<file path="config.mk">
export PLATFORM = sky130hd
export DESIGN_NAME = x86_operand_access_unit
export DESIGN_NICKNAME = d
export VERILOG_FILES = /design/src/rtl/x86oau_pkg.sv /design/src/rtl/x86_operand_access_unit.sv /design/src/rtl/x86oau_rf.sv /design/src/rtl/x86oau_exec.sv
export SDC_FILE = /design/constraint.sdc
export NUM_CORES = 1
export LEC_CHECK = 0
export BUFFER_PORTS_ARGS = -buffer_cell sky130_fd_sc_hd__buf_4
export CAP_MARGIN = 0
export CORE_MARGIN = 2
export CORE_UTILIZATION = 50
export CTS_CLUSTER_SIZE = 10
export DETAILED_ROUTE_END_ITERATION = 10
export PLACE_DENSITY = 0.68
export SYNTH_ARGS = -nofsm -noshare
export SYNTH_HDL_FRONTEND = slang
export SYNTH_SLANG_ARGS = --single-unit
</file>
<file path="constraint.sdc">
create_clock -name clk_i -period 12.75 [get_ports clk_i]
set_input_delay 1.9125 -clock clk_i [delete_from_list [all_inputs] [get_ports clk_i]]
set_output_delay 1.9125 -clock clk_i [all_outputs]
set_load 0.01 [all_outputs]
</file>
<file path="src/rtl/x86oau_pkg.sv">
// Shared types, codes and the register view decoder of the x86 operand access unit.
`timescale 1ns / 1ps
`default_nettype none
package x86oau_pkg;

  localparam int unsigned NumGpr  = 8;
  localparam int unsigned GprIdxW = 3;
  localparam int unsigned DataW   = 32;

  localparam logic [3:0] REG_NONE = 4'd8;

  // Register view names above the full registers.
  localparam logic [4:0] VIEW_AX = 5'd8;
  localparam logic [4:0] VIEW_CX = 5'd9;
  localparam logic [4:0] VIEW_DX = 5'd10;
  localparam logic [4:0] VIEW_AL = 5'd11;
  localparam logic [4:0] VIEW_BL = 5'd12;
  localparam logic [4:0] VIEW_CL = 5'd13;
  localparam logic [4:0] VIEW_DL = 5'd14;
  localparam logic [4:0] VIEW_AH = 5'd15;
  localparam logic [4:0] VIEW_DH = 5'd16;

  localparam logic [GprIdxW-1:0] GPR_EAX = 3'd0;
  localparam logic [GprIdxW-1:0] GPR_EBX = 3'd1;
  localparam logic [GprIdxW-1:0] GPR_ECX = 3'd2;
  localparam logic [GprIdxW-1:0] GPR_EDX = 3'd3;

  typedef enum logic [1:0] {
    CMD_READ  = 2'd0,
    CMD_WRITE = 2'd1,
    CMD_ADDR  = 2'd2
  } cmd_e;

  typedef enum logic [1:0] {
    VW_32 = 2'd0,
    VW_16 = 2'd1,
    VW_8  = 2'd2
  } view_w_e;

  typedef struct packed {
    logic               ok;
    logic [GprIdxW-1:0] idx;
    logic               hi;     // byte at bits 15..8
    view_w_e            width;
  } view_t;

  typedef struct packed {
    cmd_e             cmd;
    view_t            view;
    logic [DataW-1:0] write_data;
    logic [3:0]       base_reg;
    logic [3:0]       index_reg;
    logic [1:0]       scale_log;
    logic [DataW-1:0] displacement;
  } item_t;

  typedef struct packed {
    logic [DataW-1:0] read_value;
    logic [DataW-1:0] eff_address;
    logic             bad_register;
  } result_t;

  typedef struct packed {
    logic               en;
    logic [GprIdxW-1:0] idx;
    logic [DataW-1:0]   data;
  } gpr_wr_t;

  function automatic view_t view_decode(logic [4:0] id);
    view_t v;
    v.ok    = 1'b1;
    v.idx   = id[GprIdxW-1:0];
    v.hi    = 1'b0;
    v.width = VW_32;
    if (id[4:3] != 2'b00) begin
      unique case (id)
        VIEW_AX: begin v.idx = GPR_EAX; v.width = VW_16; end
        VIEW_CX: begin v.idx = GPR_ECX; v.width = VW_16; end
        VIEW_DX: begin v.idx = GPR_EDX; v.width = VW_16; end
        VIEW_AL: begin v.idx = GPR_EAX; v.width = VW_8; end
        VIEW_BL: begin v.idx = GPR_EBX; v.width = VW_8; end
        VIEW_CL: begin v.idx = GPR_ECX; v.width = VW_8; end
        VIEW_DL: begin v.idx = GPR_EDX; v.width = VW_8; end
        VIEW_AH: begin v.idx = GPR_EAX; v.width = VW_8; v.hi = 1'b1; end
        VIEW_DH: begin v.idx = GPR_EDX; v.width = VW_8; v.hi = 1'b1; end
        default: begin v.ok = 1'b0; v.idx = GPR_EAX; end
      endcase
    end
    return v;
  endfunction

  function automatic logic [DataW-1:0] view_mask(view_w_e w);
    logic [DataW-1:0] m;
    unique case (w)
      VW_32:   m = 32'hFFFF_FFFF;
      VW_16:   m = 32'h0000_FFFF;
      VW_8:    m = 32'h0000_00FF;
      default: m = 32'h0000_0000;
    endcase
    return m;
  endfunction

endpackage
`default_nettype wire

</file>
<file path="src/rtl/x86_operand_access_unit.sv">
// Top level of the x86 operand access unit: register file, execute stage, result register.
//
//   channel | handshake               | payload
//   --------+-------------------------+--------------------------------------------------
//   input   | in_valid_i / in_ready_o | cmd, reg_id, write_data, base_reg, index_reg,
//           |                         | scale_log, displacement
//   output  | out_valid_o/out_ready_i | read_value, eff_address, bad_register
//
// One item per cycle is sustained while the output is not stalled; each accepted item
// loads its operands and the item register together, then the result register.
// Register operands are read when the item is accepted; a write by the item ahead
// is forwarded, so back-to-back items see each other's updates.
// Reset clears all eight registers to zero through per-entry valid bits.
// A stalled output holds the result register and the item behind it; while an item
// is held behind it, in_ready_o drops until out_ready_i returns.
`timescale 1ns / 1ps
`default_nettype none
module x86_operand_access_unit (
  input  wire logic        clk_i,
  input  wire logic        rst_ni,
  input  wire logic        in_valid_i,
  output logic             in_ready_o,
  input  wire logic [1:0]  cmd_i,
  input  wire logic [4:0]  reg_id_i,
  input  wire logic [31:0] write_data_i,
  input  wire logic [3:0]  base_reg_i,
  input  wire logic [3:0]  index_reg_i,
  input  wire logic [1:0]  scale_log_i,
  input  wire logic signed [31:0] displacement_i,
  output logic             out_valid_o,
  input  wire logic        out_ready_i,
  output logic [31:0]      read_value_o,
  output logic [31:0]      eff_address_o,
  output logic             bad_register_o
);
  import x86oau_pkg::*;

  logic               s1_valid_q;
  item_t              s1_item_q;
  item_t              in_item;
  logic               advance;
  logic               accept;
  logic [GprIdxW-1:0] raddr_a;
  logic [DataW-1:0]   op_a;
  logic [DataW-1:0]   op_b;
  result_t            res;
  gpr_wr_t            exec_wr;
  gpr_wr_t            rf_wr;
  logic               out_valid_q;
  result_t            out_q;

  always_comb begin
    in_item.cmd          = cmd_e'(cmd_i);
    in_item.view         = view_decode(reg_id_i);
    in_item.write_data   = write_data_i;
    in_item.base_reg     = base_reg_i;
    in_item.index_reg    = index_reg_i;
    in_item.scale_log    = scale_log_i;
    in_item.displacement = displacement_i;
  end

  assign advance    = !out_valid_q || out_ready_i;
  assign in_ready_o = !s1_valid_q || advance;
  assign accept     = in_valid_i && in_ready_o;

  // Port A serves the view register, or the base register on an address item.
  assign raddr_a = (in_item.cmd == CMD_ADDR) ? base_reg_i[GprIdxW-1:0] : in_item.view.idx;

  always_comb begin
    rf_wr    = exec_wr;
    rf_wr.en = exec_wr.en && s1_valid_q && advance;
  end

  x86oau_rf u_rf (
    .clk_i     (clk_i),
    .rst_ni    (rst_ni),
    .rd_en_i   (accept),
    .raddr_a_i (raddr_a),
    .raddr_b_i (index_reg_i[GprIdxW-1:0]),
    .rdata_a_o (op_a),
    .rdata_b_o (op_b),
    .wr_i      (rf_wr)
  );

  x86oau_exec u_exec (
    .item_i (s1_item_q),
    .op_a_i (op_a),
    .op_b_i (op_b),
    .res_o  (res),
    .wr_o   (exec_wr)
  );

  always_ff @(posedge clk_i or negedge rst_ni) begin
    if (!rst_ni) begin
      s1_valid_q  <= 1'b0;
      out_valid_q <= 1'b0;
    end else begin
      if (accept) begin
        s1_valid_q <= 1'b1;
      end else if (advance) begin
        s1_valid_q <= 1'b0;
      end
      if (advance) begin
        out_valid_q <= s1_valid_q;
      end
    end
  end

  always_ff @(posedge clk_i) begin
    if (accept) begin
      s1_item_q <= in_item;
    end
    if (advance && s1_valid_q) begin
      out_q <= res;
    end
  end

  assign out_valid_o    = out_valid_q;
  assign read_value_o   = out_q.read_value;
  assign eff_address_o  = out_q.eff_address;
  assign bad_register_o = out_q.bad_register;

endmodule
`default_nettype wire

</file>
<file path="src/rtl/x86oau_rf.sv">
// General register file: eight entries, two registered read ports, one write port.
`timescale 1ns / 1ps
`default_nettype none
module x86oau_rf (
  input  wire logic                           clk_i,
  input  wire logic                           rst_ni,
  input  wire logic                           rd_en_i,
  input  wire logic [x86oau_pkg::GprIdxW-1:0] raddr_a_i,
  input  wire logic [x86oau_pkg::GprIdxW-1:0] raddr_b_i,
  output logic      [x86oau_pkg::DataW-1:0]   rdata_a_o,
  output logic      [x86oau_pkg::DataW-1:0]   rdata_b_o,
  input  wire x86oau_pkg::gpr_wr_t            wr_i
);
  import x86oau_pkg::*;

  logic [DataW-1:0]  mem [NumGpr];
  logic [NumGpr-1:0] valid_q;
  logic [DataW-1:0]  rdata_a_q;
  logic [DataW-1:0]  rdata_b_q;

  always_ff @(posedge clk_i or negedge rst_ni) begin
    if (!rst_ni) begin
      valid_q <= '0;
    end else if (wr_i.en) begin
      valid_q[wr_i.idx] <= 1'b1;
    end
  end

  always_ff @(posedge clk_i) begin
    if (wr_i.en) begin
      mem[wr_i.idx] <= wr_i.data;
    end
  end

  // A write in the same cycle as the read is forwarded so the next item sees it.
  always_ff @(posedge clk_i) begin
    if (rd_en_i) begin
      if (wr_i.en && wr_i.idx == raddr_a_i) begin
        rdata_a_q <= wr_i.data;
      end else begin
        rdata_a_q <= valid_q[raddr_a_i] ? mem[raddr_a_i] : '0;
      end
      if (wr_i.en && wr_i.idx == raddr_b_i) begin
        rdata_b_q <= wr_i.data;
      end else begin
        rdata_b_q <= valid_q[raddr_b_i] ? mem[raddr_b_i] : '0;
      end
    end
  end

  assign rdata_a_o = rdata_a_q;
  assign rdata_b_o = rdata_b_q;

endmodule
`default_nettype wire

</file>
<file path="src/rtl/x86oau_exec.sv">
// Executes one item: view read, view insert, or effective address sum.
`timescale 1ns / 1ps
`default_nettype none
module x86oau_exec (
  input  wire x86oau_pkg::item_t            item_i,
  input  wire logic [x86oau_pkg::DataW-1:0] op_a_i,
  input  wire logic [x86oau_pkg::DataW-1:0] op_b_i,
  output x86oau_pkg::result_t               res_o,
  output x86oau_pkg::gpr_wr_t               wr_o
);
  import x86oau_pkg::*;

  logic [DataW-1:0] mask;
  logic [DataW-1:0] place;
  logic [DataW-1:0] ins;
  logic [DataW-1:0] view_val;
  logic [DataW-1:0] base_val;
  logic [DataW-1:0] index_val;
  logic             base_ok;
  logic             index_ok;

  always_comb begin
    mask     = view_mask(item_i.view.width);
    view_val = item_i.view.hi ? {8'h00, op_a_i[DataW-1:8]} : op_a_i;
    place    = item_i.view.hi ? {mask[DataW-9:0], 8'h00} : mask;
    ins      = item_i.view.hi ? {(item_i.write_data[DataW-9:0] & mask[DataW-9:0]), 8'h00}
                              : (item_i.write_data & mask);
    // Base or index of "none" counts as zero; codes above it are unsupported.
    base_ok   = (item_i.base_reg <= REG_NONE);
    index_ok  = (item_i.index_reg <= REG_NONE);
    base_val  = (item_i.base_reg == REG_NONE) ? '0 : op_a_i;
    index_val = (item_i.index_reg == REG_NONE) ? '0 : op_b_i;
  end

  always_comb begin
    res_o   = '0;
    wr_o    = '0;
    wr_o.idx  = item_i.view.idx;
    wr_o.data = (op_a_i & ~place) | ins;
    unique case (item_i.cmd)
      CMD_READ: begin
        res_o.bad_register = !item_i.view.ok;
        if (item_i.view.ok) begin
          res_o.read_value = view_val & mask;
        end
      end
      CMD_WRITE: begin
        res_o.bad_register = !item_i.view.ok;
        wr_o.en            = item_i.view.ok;
      end
      CMD_ADDR: begin
        if (base_ok && index_ok) begin
          res_o.eff_address = base_val + (index_val << item_i.scale_log)
                            + item_i.displacement;
        end else begin
          res_o.bad_register = 1'b1;
        end
      end
      default: begin
        res_o = '0;
      end
    endcase
  end

endmodule
`default_nettype wire

</file>
==> run summary <==
Final hold viol count = 0
Grt total ovfl = 0
IO Pins = 152
Slew @ Worst Pin = 1.13 ns
Via-to-Cell Ratio = 6.07
Detailed Routing Iterations Pass 1 = 6
Post-CTS resize count = 0
GR Util met1 = 34.3%
Fin crit period = 5.32 ns
Routed Antenna Nets = 0
Primary FF master, synth = edfxtp_1
Data required, critical path = 13.03 ns
CP arrival = 5.60 ns
Vias in the first global route = 15800
Cell Chain, Critical Path = buf_4 > nand2b_1 > and2_4 > nand3_1 > or4_1 > nand2_1 > o22ai_1
Run status = finished, final reports clean
Type of origin of the critical path = input port
HPWL after DPL = 40600 µm
Flops & latches, synth = 478
Syn_area_per_cell = 13.0 µm²
Slowest CP cell = or4_1
Die ar. = 0.0506 mm²
EDFF count, synth = 468
Max FO, Critical Path = 67
Synth unique cells = 70
Layout Nets = 2143
YS warnings = 0
Top area cells in the synthesized netlist = edfxtp_1 58%, mux4_2 8.8%, nand2_1 5.3%
Gpl congestion = 0.928
RSZ-0062 raised after global routing = false
Global-route wire length before repair = 93400 µm
Via count = 16000
Die Ht = 225 µm
Most frequent cells after synthesis = 468 x edfxtp_1, 346 x nand2_1, 114 x inv_1, 95 x mux4_2, 83 x mux2i_1
Clock Tree Buf Depth = 3
Worst slew margin = 24.9%
Synth top area share = 57.5%
Tightest Hold Check Type = reg2reg
Area Overhead vs Synth = 12.9%
Clk Latency, worst-skew pair = 0.62 ns
CTS tree = built
Mapped Nets = 2030
Max_cap viols = 0
H-Tree Depth = 2
Post CTS Setup Buffer Count = 0
Post-synthesis cell count = 1883
Slowest stage delay, CP = 1.11 ns
Maximum vdd drop = 0.0976 mV
Row count = 81
Initial DRC count = 1829
Most common cell in the synthesized netlist = edfxtp_1
Final setup margin = 7.43 ns
Cell taking the most area after synthesis = edfxtp_1
Met3 usage = 4.65%
DRC = 0
# diodes = 0
Share of cells above drive strength 1 = 19.5%
Routed WL = 61000 µm
Worst setup path class = in2reg
Fillers = 3818
Final Cell Area = 0.0276 mm²
Setup Viol. Count Final = 0
Gr usage total = 24.4%
Hold bufs inserted after CTS = 0
Worst hold stages = 1
Largest net degree at the start of global routing = 81
TNS Setup = 0 ns
Synth Cell Area = 0.0244 mm²
Final period util = 41.8%
WL per Instance = 23.1 µm
Max frequency = 188 MHz
Port Buf Inserts = 151
Place WS = 6.79 ns
CORE AREA = 0.0485 mm²
Met2 GRT Util = 39.2%
Num CTS Buffers = 54
Leak = 10.4 nW
Placed Area = 0.0261 mm²
Reg2reg path depth = 14
Pins over their slew limit = 0
Busiest grt layer = met2
Initial antenna violation count = 0
Die width = 225 µm
Post-synthesis sequential area ratio = 58.5%
Clock Tree Root = clkbuf_16
Initial Utilization = 50.3%
Hold WS = 0.463 ns
Layout Skew = 0.0283 ns
Critical path endpoint category = register
Share of synthesized registers carrying an async set or reset = 2.09%
Tot Pwr = 4.11 mW
CTS sink cnt = 478
Worst-path clk slew = 0.06 ns
PwrDens = 149 mW/mm²
## final timing paths
| kind | start | to | slack, ns |
|---|---|---|---|
| worst min register to register | s1_valid_q$_DFFE_PN0P_ | out_valid_o$_DFFE_PN0N_ | 0.46 |
| max in group asynchronous | rst_ni | u_rf.valid_q[5]$_DFFE_PN0P_ | 11.47 |
| min in group asynchronous | rst_ni | out_valid_o$_DFFE_PN0N_ | 1.11 |
| worst max-delay path | out_ready_i | u_rf.rdata_b_o[9]$_DFFE_PP_ | 7.43 |
| worst min-delay path | s1_valid_q$_DFFE_PN0P_ | out_valid_o$_DFFE_PN0N_ | 0.46 |
| worst max register to register | s1_item_q[40]$_DFFE_PP_ | eff_address_o[29]$_SDFFCE_PN0P_ | 7.77 |
## per-stage QoR
stage | util (%) | std cells
2_1_floorplan | - | 1883
3_3_place_gp | 53.7 | 2562
3_5_place_dp | 53.7 | 2562
4_1_cts | 56.8 | 2646
5_1_grt | 56.8 | 2646
6_report | 56.8 | 2646
## state kept, by name, summed over array words and instances (netlist names), 8 cells and up
name and flops:
eff_address_o 32, u_rf.rdata_a_o 32, read_value_o 32, s1_item_q 83
u_rf.mem 256, u_rf.rdata_b_o 32, u_rf.valid_q 8
## per-layer routing
metal	part of all wire, %	routed length [µm]
met1	42	25700
met5	0	0
met4	2.4	1450
met2	47	28700
met3	8.5	5210
## placed cells by master (no fill, tap or decap), types with 36 or more instances in the layout
master	count
edfxtp_1	468
nand2_1	346
buf_4	177
inv_1	114
mux4_2	95
mux2i_1	82
nand3_1	77
nor2_1	62
clkbuf_16	55
o22ai_1	46
a21oi_1	36
## power breakdown
| group | switching (mW) | internal [mW] |
|---|---|---|
| Sequential | 0.0586 | 1.84 |
| Combinational | 0.501 | 0.338 |
| Clock | 0.588 | 0.791 |
## cell type report
cell class	instances	area (µm²)	area share, %
sequential	478	14300	51.8
multi-input combinational	1171	9230	33.5
clock buffer	81	1480	5.38
timing repair buffer	177	1330	4.82
tap	622	778	2.82
inverter	114	428	1.55
clock inverter	3	33.8	0.122
## cell families (layout without fill, tap and decap cells)
group | Yosys count | in the layout | synth area share [%]
AO/OA/AOI/OAI | 272 | 272 | 8.26
XOR/XNOR | 30 | 30 | 1.08
adder cells (fa/ha/maj) | 62 | 62 | 4.16
buffers and inverters | 234 | 375 | 4.04
flip-flops | 478 | 478 | 58.5
multiplexers | 183 | 183 | 12.4
AND/OR/NAND/NOR | 624 | 624 | 11.5
## worst max-delay path, delay by kind of cell
family	cells	cell delay, ns
compound gates	1	0.26
simple gates	5	3.33
buf+inv	1	0.08
No activity file was read; power rests on OpenSTA's default activity.
